==> config.mk <==
export PLATFORM = sky130hd
export DESIGN_NAME = modular_exponentiation
export DESIGN_NICKNAME = d
export VERILOG_FILES = /design/src/hw/rtl/mexp_pkg.sv /design/src/hw/rtl/modular_exponentiation.sv /design/src/hw/rtl/mexp_regs.sv /design/src/hw/rtl/mexp_mulmod.sv
export SDC_FILE = /design/constraint.sdc
export NUM_CORES = 1
export LEC_CHECK = 0
export BUFFER_PORTS_ARGS = -buffer_cell sky130_fd_sc_hd__buf_2
export CORE_MARGIN = 4
export CORE_UTILIZATION = 57
export CTS_BUF_LIST = sky130_fd_sc_hd__clkbuf_8
export CTS_CLUSTER_DIAMETER = 200
export DETAILED_ROUTE_END_ITERATION = 7
export PLACE_DENSITY = 0.9
export SYNTH_ARGS = -nofsm -noshare
export SYNTH_HDL_FRONTEND = slang
export SYNTH_SLANG_ARGS = --single-unit
==> constraint.sdc <==
create_clock -name clk -period 12.4 [get_ports clk]
set_input_delay 0.62 -clock clk [delete_from_list [all_inputs] [get_ports clk]]
set_output_delay 0.62 -clock clk [all_outputs]
set_load 0.02 [all_outputs]
==> src/hw/rtl/mexp_pkg.sv <==
// Shared types and constants for the modular exponentiation block.
`default_nettype none

package mexp_pkg;

    // Operand width of base, exponent, modulus and result
    localparam int OPERAND_WIDTH = 32;

    // APB data width and register addressing
    localparam int APB_DATA_WIDTH = (OPERAND_WIDTH > 32) ? 64 : 32;
    localparam int APB_ADDR_LSB   = (APB_DATA_WIDTH > 32) ? 3 : 2;
    localparam int APB_ADDR_WIDTH = APB_ADDR_LSB + 1;

    // Register index of the modulus
    localparam logic [0:0] REG_MODULUS = 1'b0;

    // Step counter of the multiply-reduce unit
    localparam int STEP_CNT_WIDTH = $clog2(OPERAND_WIDTH);
    localparam logic [STEP_CNT_WIDTH-1:0] STEP_LAST = STEP_CNT_WIDTH'(OPERAND_WIDTH - 1);

    typedef logic [OPERAND_WIDTH-1:0] word_t;

    localparam word_t WORD_ONE = word_t'(1);

    // Request to the shared multiply-reduce unit
    typedef struct packed {
        logic  start;
        word_t op_a;
        word_t op_b;
    } mm_ctrl_t;

    // Status back from the multiply-reduce unit
    typedef struct packed {
        logic  busy;
        logic  done;
        word_t result;
    } mm_stat_t;

endpackage

`default_nettype wire

==> src/hw/rtl/modular_exponentiation.sv <==
// Top level: square-and-multiply sequencer around the shared modular multiplier.
`default_nettype none

// Computes power = base^exponent mod modulus, scanning the exponent from its
// least significant bit. The modulus is an APB register at byte address 0
// (reset 1; a write of zero is ignored). Exponent zero returns 1 even when the
// modulus is 1. Each request is handled alone: in_ready is high only while the
// sequencer is idle. All arithmetic goes through one shift-and-add multiply-
// reduce unit that retires one multiplier bit per cycle. A request needs one
// base reduction, one multiplication per set exponent bit and one squaring
// per exponent bit below the top set bit. The result sits in an output
// register, so the next request is accepted as soon as the result is handed
// over or stored there.
module modular_exponentiation (
    input  wire logic                                 clk,
    input  wire logic                                 rst_n,
    input  wire logic                                 psel,
    input  wire logic                                 penable,
    input  wire logic                                 pwrite,
    input  wire logic [mexp_pkg::APB_ADDR_WIDTH-1:0]  paddr,
    input  wire logic [mexp_pkg::APB_DATA_WIDTH-1:0]  pwdata,
    output logic      [mexp_pkg::APB_DATA_WIDTH-1:0]  prdata,
    output logic                                      pready,
    input  wire logic                                 in_valid,
    output logic                                      in_ready,
    input  wire mexp_pkg::word_t                      base,
    input  wire mexp_pkg::word_t                      exponent,
    output logic                                      out_valid,
    input  wire logic                                 out_ready,
    output mexp_pkg::word_t                           power
);

    localparam int W = mexp_pkg::OPERAND_WIDTH;

    localparam logic [2:0] S_IDLE     = 3'd0;
    localparam logic [2:0] S_REDUCE   = 3'd1;
    localparam logic [2:0] S_DISPATCH = 3'd2;
    localparam logic [2:0] S_MUL      = 3'd3;
    localparam logic [2:0] S_SQR      = 3'd4;
    localparam logic [2:0] S_OUT      = 3'd5;

    logic [2:0]          state_reg, state_next;
    logic                out_valid_reg, out_valid_next;
    mexp_pkg::word_t     acc_reg, acc_next;
    mexp_pkg::word_t     base_reg, base_next;
    mexp_pkg::word_t     exp_reg, exp_next;
    mexp_pkg::word_t     power_reg, power_next;
    mexp_pkg::word_t     modulus;
    mexp_pkg::mm_ctrl_t  mm_ctrl;
    mexp_pkg::mm_stat_t  mm_stat;

    mexp_regs u_regs (
        .clk     (clk),
        .rst_n   (rst_n),
        .psel    (psel),
        .penable (penable),
        .pwrite  (pwrite),
        .paddr   (paddr),
        .pwdata  (pwdata),
        .prdata  (prdata),
        .pready  (pready),
        .modulus (modulus)
    );

    mexp_mulmod u_mulmod (
        .clk     (clk),
        .rst_n   (rst_n),
        .ctrl    (mm_ctrl),
        .modulus (modulus),
        .stat    (mm_stat)
    );

    // Square-and-multiply sequencer
    always_comb
    begin
        state_next     = state_reg;
        acc_next       = acc_reg;
        base_next      = base_reg;
        exp_next       = exp_reg;
        power_next     = power_reg;
        out_valid_next = out_valid_reg && !out_ready;
        mm_ctrl.start  = 1'b0;
        mm_ctrl.op_a   = acc_reg;
        mm_ctrl.op_b   = base_reg;
        unique case (state_reg)
            S_IDLE:
            begin
                if (in_valid)
                begin
                    // base mod m, computed as 1 * base through the multiplier
                    exp_next      = exponent;
                    acc_next      = mexp_pkg::WORD_ONE;
                    mm_ctrl.start = 1'b1;
                    mm_ctrl.op_a  = mexp_pkg::WORD_ONE;
                    mm_ctrl.op_b  = base;
                    state_next    = S_REDUCE;
                end
            end
            S_REDUCE:
            begin
                if (mm_stat.done)
                begin
                    base_next  = mm_stat.result;
                    state_next = S_DISPATCH;
                end
            end
            S_DISPATCH:
            begin
                priority if (exp_reg == '0)
                begin
                    state_next = S_OUT;
                end
                else if (exp_reg[0])
                begin
                    mm_ctrl.start = 1'b1;
                    mm_ctrl.op_a  = acc_reg;
                    mm_ctrl.op_b  = base_reg;
                    state_next    = S_MUL;
                end
                else
                begin
                    mm_ctrl.start = 1'b1;
                    mm_ctrl.op_a  = base_reg;
                    mm_ctrl.op_b  = base_reg;
                    state_next    = S_SQR;
                end
            end
            S_MUL:
            begin
                if (mm_stat.done)
                begin
                    acc_next   = mm_stat.result;
                    exp_next   = {exp_reg[W-1:1], 1'b0};
                    state_next = S_DISPATCH;
                end
            end
            S_SQR:
            begin
                if (mm_stat.done)
                begin
                    base_next  = mm_stat.result;
                    exp_next   = {1'b0, exp_reg[W-1:1]};
                    state_next = S_DISPATCH;
                end
            end
            S_OUT:
            begin
                if (!out_valid_reg || out_ready)
                begin
                    power_next     = acc_reg;
                    out_valid_next = 1'b1;
                    state_next     = S_IDLE;
                end
            end
            default:
            begin
                state_next = S_IDLE;
            end
        endcase
    end

    always_ff @(posedge clk or negedge rst_n)
    begin
        if (!rst_n)
        begin
            state_reg     <= S_IDLE;
            out_valid_reg <= 1'b0;
        end
        else
        begin
            state_reg     <= state_next;
            out_valid_reg <= out_valid_next;
        end
    end

    always_ff @(posedge clk)
    begin
        acc_reg   <= acc_next;
        base_reg  <= base_next;
        exp_reg   <= exp_next;
        power_reg <= power_next;
    end

    assign in_ready  = (state_reg == S_IDLE);
    assign out_valid = out_valid_reg;
    assign power     = power_reg;

    // The multiplier is never running while a new request can be taken
    a_idle_unit_quiet: assert property (@(posedge clk) disable iff (!rst_n)
        (state_reg == S_IDLE) |-> !mm_stat.busy)
        else $error("multiplier busy while sequencer idle");

    // Completions only arrive while the sequencer waits for one
    a_done_expected: assert property (@(posedge clk) disable iff (!rst_n)
        mm_stat.done |-> (state_reg == S_REDUCE || state_reg == S_MUL ||
                          state_reg == S_SQR))
        else $error("unexpected multiplier completion");

    // Every multiplier result is fully reduced
    a_result_reduced: assert property (@(posedge clk) disable iff (!rst_n)
        mm_stat.done |-> (mm_stat.result < modulus))
        else $error("multiplier result not below modulus");

    // A delivered power is reduced, or the unreduced one of a zero exponent
    a_power_range: assert property (@(posedge clk) disable iff (!rst_n)
        out_valid |-> (power < modulus || power == mexp_pkg::WORD_ONE))
        else $error("power out of range");

endmodule

`default_nettype wire

==> src/hw/rtl/mexp_regs.sv <==
// APB configuration register file holding the modulus.
`default_nettype none

module mexp_regs (
    input  wire logic                                 clk,
    input  wire logic                                 rst_n,
    input  wire logic                                 psel,
    input  wire logic                                 penable,
    input  wire logic                                 pwrite,
    input  wire logic [mexp_pkg::APB_ADDR_WIDTH-1:0]  paddr,
    input  wire logic [mexp_pkg::APB_DATA_WIDTH-1:0]  pwdata,
    output logic      [mexp_pkg::APB_DATA_WIDTH-1:0]  prdata,
    output logic                                      pready,
    output mexp_pkg::word_t                           modulus
);

    mexp_pkg::word_t modulus_reg;
    mexp_pkg::word_t modulus_next;
    mexp_pkg::word_t wr_value;
    logic            reg_sel;
    logic            wr_en;

    assign reg_sel  = (paddr[mexp_pkg::APB_ADDR_WIDTH-1] == mexp_pkg::REG_MODULUS);
    assign wr_en    = psel && penable && pwrite && pready;
    assign wr_value = pwdata[mexp_pkg::OPERAND_WIDTH-1:0];
    assign pready   = 1'b1;

    // Modulus write; a zero value is dropped so the modulus never becomes zero
    always_comb
    begin
        modulus_next = modulus_reg;
        if (wr_en && reg_sel && (wr_value != '0))
        begin
            modulus_next = wr_value;
        end
    end

    always_ff @(posedge clk or negedge rst_n)
    begin
        if (!rst_n)
        begin
            modulus_reg <= mexp_pkg::WORD_ONE;
        end
        else
        begin
            modulus_reg <= modulus_next;
        end
    end

    // Read back
    always_comb
    begin
        prdata = '0;
        if (reg_sel)
        begin
            prdata[mexp_pkg::OPERAND_WIDTH-1:0] = modulus_reg;
        end
    end

    assign modulus = modulus_reg;

endmodule

`default_nettype wire

==> src/hw/rtl/mexp_mulmod.sv <==
// Iterative shift-and-add modular multiplier, one multiplier bit per cycle.
`default_nettype none

module mexp_mulmod (
    input  wire logic               clk,
    input  wire logic               rst_n,
    input  wire mexp_pkg::mm_ctrl_t ctrl,
    input  wire mexp_pkg::word_t    modulus,
    output mexp_pkg::mm_stat_t      stat
);

    localparam int W = mexp_pkg::OPERAND_WIDTH;

    logic                                busy_reg, busy_next;
    logic                                done_reg, done_next;
    logic [mexp_pkg::STEP_CNT_WIDTH-1:0] cnt_reg, cnt_next;
    mexp_pkg::word_t                     acc_reg, acc_next;
    mexp_pkg::word_t                     a_reg, a_next;
    mexp_pkg::word_t                     b_reg, b_next;

    mexp_pkg::word_t                     addend;
    logic [W+1:0]                        sum;
    logic [W+1:0]                        mod1;
    logic [W+1:0]                        mod2;
    logic [W+1:0]                        reduced;

    // One step: acc = (2*acc + bit*a) mod m; the sum stays below 3m
    always_comb
    begin
        addend = b_reg[W-1] ? a_reg : '0;
        sum    = {1'b0, acc_reg, 1'b0} + {2'b00, addend};
        mod1   = {2'b00, modulus};
        mod2   = {1'b0, modulus, 1'b0};
        priority if (sum >= mod2)
        begin
            reduced = sum - mod2;
        end
        else if (sum >= mod1)
        begin
            reduced = sum - mod1;
        end
        else
        begin
            reduced = sum;
        end
    end

    // Step sequencing
    always_comb
    begin
        busy_next = busy_reg;
        done_next = 1'b0;
        cnt_next  = cnt_reg;
        acc_next  = acc_reg;
        a_next    = a_reg;
        b_next    = b_reg;
        priority if (ctrl.start)
        begin
            busy_next = 1'b1;
            cnt_next  = '0;
            acc_next  = '0;
            a_next    = ctrl.op_a;
            b_next    = ctrl.op_b;
        end
        else if (busy_reg)
        begin
            acc_next = reduced[W-1:0];
            b_next   = {b_reg[W-2:0], 1'b0};
            cnt_next = cnt_reg + 1'b1;
            if (cnt_reg == mexp_pkg::STEP_LAST)
            begin
                busy_next = 1'b0;
                done_next = 1'b1;
            end
        end
    end

    always_ff @(posedge clk or negedge rst_n)
    begin
        if (!rst_n)
        begin
            busy_reg <= 1'b0;
            done_reg <= 1'b0;
            cnt_reg  <= '0;
        end
        else
        begin
            busy_reg <= busy_next;
            done_reg <= done_next;
            cnt_reg  <= cnt_next;
        end
    end

    always_ff @(posedge clk)
    begin
        acc_reg <= acc_next;
        a_reg   <= a_next;
        b_reg   <= b_next;
    end

    assign stat.busy   = busy_reg;
    assign stat.done   = done_reg;
    assign stat.result = acc_reg;

endmodule

`default_nettype wire

==> results of run 1 <==
final cells by class:
class	count	area, µm²
clock buffers	49	674
clock inverters	29	135
fillers	2150	9690
inverters	70	263
multi-input cells	1201	8180
flip-flops and latches	267	7480
well taps	378	473
repair buffers	184	958
placed cells by master, fill, tap and decap left out, types with 9 or more instances in the layout:
cell / n
a211oi_1: 28
a21o_1: 37
a21oi_1: 95
a22o_1: 32
a22oi_1: 11
a31oi_1: 18
and2_1: 54
and3_1: 10
buf_2: 169
buf_4: 15
clkbuf_8: 49
dfrtp_1: 42
dfxtp_1: 32
edfxtp_1: 192
ha_1: 97
inv_1: 88
mux2_2: 32
mux2i_1: 48
nand2_1: 157
nand2b_1: 14
nand3_1: 28
nand4_1: 16
nor2_1: 103
nor2b_1: 10
nor3_1: 24
nor4_1: 20
o21a_1: 10
o21ai_0: 140
o21bai_1: 18
o32ai_1: 9
xnor2_1: 57
xor2_1: 26
kinds of logic (layout without fill, tap and decap cells):
logic type	Yosys count	after routing	synth area share [%]
compound gates	469	469	18.9
xor+xnor	83	83	4.49
fa+ha+maj	100	100	7.87
buf+inv	141	332	3.40
flops	267	267	46.3
mux	81	81	5.29
other cells	1	1	0.0232
simple gates	467	467	13.7
per-layer routing:
metal / vias up / share of wire (%) / GRT usage [%]
met5: - / 0 / 0
met4: 0 / 1.6 / 6.35
met3: 66 / 9.0 / 4.11
met2: 711 / 45 / 42.8
met1: 6402 / 44 / 39.6
li1: 6287 / - / -
per-stage QoR:
| step | hold slack (ns) | instance area, µm² |
|---|---|---|
| after floorplan | 0.324 | 16200 |
| after global placement | 0.433 | 17400 |
| after detailed placement | 0.442 | 17400 |
| after CTS | 0.218 | 18200 |
| after global routing | 0.277 | 18200 |
| final | 0.200 | 18200 |
worst max-delay path: stages, from the launching register on:
cell and delay, ns:
edfxtp_1 0.32, buf_4 0.30, and2_1 0.18, ha_1 0.18, inv_1 0.06, fa_1 0.41, nor2b_1 0.19, o31a_1 0.21
a41oi_1 0.23, a211oi_1 0.47, nor2_1 0.19, o31ai_1 0.33, xor2_1 0.44, ha_1 0.37, a21o_1 0.20, a21oi_1 0.32
o21bai_1 0.16, nand3_1 0.11, a21oi_1 0.09, or3_1 0.53, nor2_1 0.72, o311ai_0 0.24, a32o_1 0.25
worst paths after layout:
kind	to	slack, ns	cells past startpoint
setup / recovery	u_mulmod.acc_reg[4]	5.79	22
hold reg to reg	power[29]	0.46	0
setup reg to reg	u_mulmod.acc_reg[4]	5.79	22
hold / removal	u_regs.modulus[30]	0.20	1
min in group clk	u_regs.modulus[25]	0.29	2
max in group asynchronous	out_valid	11.54	1
==> reports/summary.txt, run 1 <==
Setup TNS - 0 ns
Yosys warns - 0
PortBufs - 169
Most common cell in the netlist - edfxtp_1
Max Clock Freq - 151 MHz
Setup crit start - u_mulmod.b_reg[31]
Top cells by area, synth - edfxtp_1, ha_1, dfrtp_1, o21ai_0, dfxtp_1
Fin cells - 2178
Die W - 176 µm
HPWL Detailed - 32000 µm
CORE AREA - 27900 µm²
IO Pins - 173
Status - completed
Netlist Area Pre-Place - 16200 µm²
Syn Nets - 1815
Clock Pin Slew Worst Setup and Hold Paths - 0.06 ns
CP max FO - 32
Drt first pass iters - 6
Hold WC Path Type - in -> async
Largest net degree at the start of global routing - 76
Critical Path End Type - register
First-pass GRT wire length - 68100 µm
CTS resizes - 0
Clk sinks - 267
Longest Clk Path Bufs - 3
Biggest area consumer among synthesized cells - edfxtp_1
Die height - 176 µm
Reg2reg start - u_mulmod.b_reg[31]
# H-tree levels - 2
Placement Setup Slack - 5.96 ns
Final cycle utilization of the critical path - 53.3%
Gpl congestion - 0.988
Number of synthesized flops with an enable pin - 192
Worst Setup Slack, final - 5.79 ns
Post-synthesis cell count - 1609
Max_cap viols - 0
Starting Density - 58.1%
Post-synth top cells - edfxtp_1, nand2_1, o21ai_0
Vias per cell - 6.18
Row count - 61
Final Core Density - 65.2%
Vias - 13500
Yosys cell types - 78
N_diodes - 0
Slew @ Worst Pin - 1.26 ns
Die Area - 31100 µm²
Register area share after synthesis - 46.3%
Total global-route track usage - 27.0%
FFs w/ async S/R, synth - 16.1%
Post-synth top area share - 35.6%
Critical Path AT - 7.08 ns
Final Slew Violations - 0
Antenna-violating nets left - 0
Min Tclk post-route - 6.61 ns
RSZ-0062 raised after global routing - no
Worst-skew pair later-pin latency - 0.58 ns
Register bit total from synthesis - 267
Share of layout cells above drive strength 1 - 16.8%
GRT overflow - 0
Post-Syn Area per Cell - 10.1 µm²
CTS Buf Count - 43
Fin nets - 1973
Initial antenna violation count - 0
Number of global-route vias before repair - 13000
Post-DR wirelength/cell - 19.8 µm
Crit Path Class - reg -> reg
Root Driver - clkbuf_8
Area grow syn2layout - 12.3%
Slew headroom - 16.0%
CTS tree - yes
Final setup viols - 0
Number of instances in the placed design - 2100
DR DRC count - 0
Fin Clk Skew - 0.0302 ns
Startpoint class of the critical path - register
Final hold violation count - 0
Iter 0 DRT Violations - 1435
Routed WL - 43200 µm
Critical Path RT - 12.87 ns
Post-CTS Setup Bufs - 0
CTS Hold Bufs - 0
Ys flop type - edfxtp_1
Power of run 1 is not shown: default switching activity piles up to over one toggle a cycle in this logic, so the estimate is an artifact.
==> inputs of run 2 (changes only) <==
==> constraint.sdc (replaced) <==
create_clock -name clk -period 6.1 [get_ports clk]
set_input_delay 0.305 -clock clk [delete_from_list [all_inputs] [get_ports clk]]
set_output_delay 0.305 -clock clk [all_outputs]
set_load 0.02 [all_outputs]
==> reports/summary.txt, run 2 (synthesis gave the netlist of run 1 again) <==
Status - completed
CP max FO - 13
Crit path largest cell delay - 0.56 ns
Startpoint class of the critical path - register
Die Area - 31100 µm²
Most used cell along the critical path - nor2_1
Design Area, Final - 18700 µm²
Critical Path RT - 6.57 ns
Number of global-route vias before repair - 13600
Critical Path AT - 6.31 ns
Slew @ Worst Pin - 1.32 ns
Worst-skew pair later-pin latency - 0.58 ns
First-pass GRT wire length - 71900 µm
Drt first pass iters - 7
Initial antenna violation count - 1
Most frequent cells in the layout - edfxtp_1, buf_2, nand2_1
IO Pins - 173
Die height - 176 µm
Total global-route track usage - 28.8%
Most common cell after layout, fill and taps aside - edfxtp_1
Number of instances in the placed design - 2111
Critical Path End Type - register
Fin cells - 2235
Setup TNS - 0 ns
Vias per cell - 6.22
Clock Pin Slew Worst Setup and Hold Paths - 0.07 ns
Antenna-violating nets left - 0
Starting Density - 58.1%
Area grow syn2layout - 15.7%
Final Slew Violations - 0
Longest Clk Path Bufs - 3
PortBufs - 169
Vias - 13900
Max Clock Freq - 171 MHz
CP top delay family - compound AO/OA/AOI/OAI gates
Crit Path Class - reg -> reg
Buf+Inv Stages, Crit Path - 2
DR DRC count - 0
CTS tree - yes
Critical path's slowest cell - or3_1
CORE AREA - 27900 µm²
# H-tree levels - 2
Die W - 176 µm
Clk sinks - 267
Post-DR wirelength/cell - 20.6 µm
Fin Clk Skew - 0.0311 ns
Final setup viols - 0
Fill count - 2037
Max_cap viols - 0
Largest net degree at the start of global routing - 76
Hold WC Path Type - in -> reg
Root Driver - clkbuf_8
Post-CTS Setup Bufs - 0
Iter 0 DRT Violations - 1746
Cell Area, Placed - 17400 µm²
Register area - 7480 µm²
GRT overflow - 0
CTS Buf Count - 44
CP cell instances - and2_1 > ha_1 > inv_1 > fa_1 > nor2b_1 > o31a_1 > a41oi_1 > a211oi_1 > nor2_1 > o21bai_1 > xor2_1 > ha_1 > a21o_1 > a21oi_1 > nor2_1 > a211o_1 > a21oi_4 > nor2b_1 > or3_1 > nor2_1 > buf_4 > o311ai_0 > a32o_1
Min Tclk post-route - 5.85 ns
Final hold violation count - 0
Row count - 61
HPWL Detailed - 32100 µm
Fin nets - 2029
FF-to-FF setup slack - 0.25 ns
Final cycle utilization of the critical path - 95.9%
Multi-input logic area - 8180 µm²
Share of layout cells above drive strength 1 - 17.2%
Gpl congestion - 0.946
Slew headroom - 11.7%
Routed WL - 46000 µm
[run 2: cell types whose count changed in the layout (fill, tap and decap cells not counted), sizes merged]
| cell | previous run | this run |
|---|---|---|
| dlygate4sd3 | 0 | 44 |
| buf | 184 | 195 |
| clkbuf | 49 | 52 |
| inv | 89 | 86 |
| clkinv | 8 | 10 |
| clkinvlp | 2 | 0 |
| diode | 0 | 2 |
[run 2: metal layers]
layer / track usage, % / wire [µm] / vias up
met5: 0 / 0 / -
met4: 8.25 / 1180 / 0
met3: 5.22 / 4630 / 99
met2: 45.8 / 20800 / 851
met1: 40.8 / 19400 / 6560
li1: - / - / 6397
[run 2: final timing paths]
kind / start / end / depth (start not counted)
setup / recovery: u_mulmod.b_reg[31] / u_mulmod.acc_reg[4] / 23
hold / removal: exponent[1] / exp_reg[1] / 2
setup reg to reg: u_mulmod.b_reg[31] / u_mulmod.acc_reg[4] / 23
hold reg to reg: acc_reg[30] / power[30] / 0
max in group asynchronous: rst_n / u_mulmod.busy_reg / 2
min in group asynchronous: rst_n / u_regs.modulus[30] / 2
[run 2: what timing repair did]
action,4_1_cts,5_1_grt
hold buffers,44,0
setup endpoints to repair,0,9
hold endpoints to repair,85,0
resized for setup,0,2
[run 2: through the flow]
stage          utilization, %  worst slack, ns  hold slack [ns]
2_1_floorplan               -             1.10          0.00941
3_3_place_gp             62.6            0.542            0.433
3_5_place_dp             62.6            0.305            0.435
4_1_cts                  67.2            0.290         0.000379
5_1_grt                  67.2         -0.00593          0.00830
6_report                 67.2            0.253           0.0215
[run 2: worst register-to-register path: cells and delay by family, from the launching register on]
family                     cells  cell delay, ns
adders and majority gates      3            0.99
AOI/OAI and AO/OA             10            2.29
xor gates and xnor gates       1            0.40
buffers and inverters          2            0.30
DFF                            1            0.39
and+or+nand+nor                7            1.37
[run 2: layout make-up]
type	count	share of cell area, %
Clock buffer	52	3.82
Antenna cell	2	0.0267
Sequential cell	267	40.0
Clock inverter	26	0.635
Timing Repair Buffer	239	7.91
Inverter	70	1.40
Multi-Input combinational cell	1201	43.7
Tap cell	378	2.53
Power of run 2 is left out for the same reason.
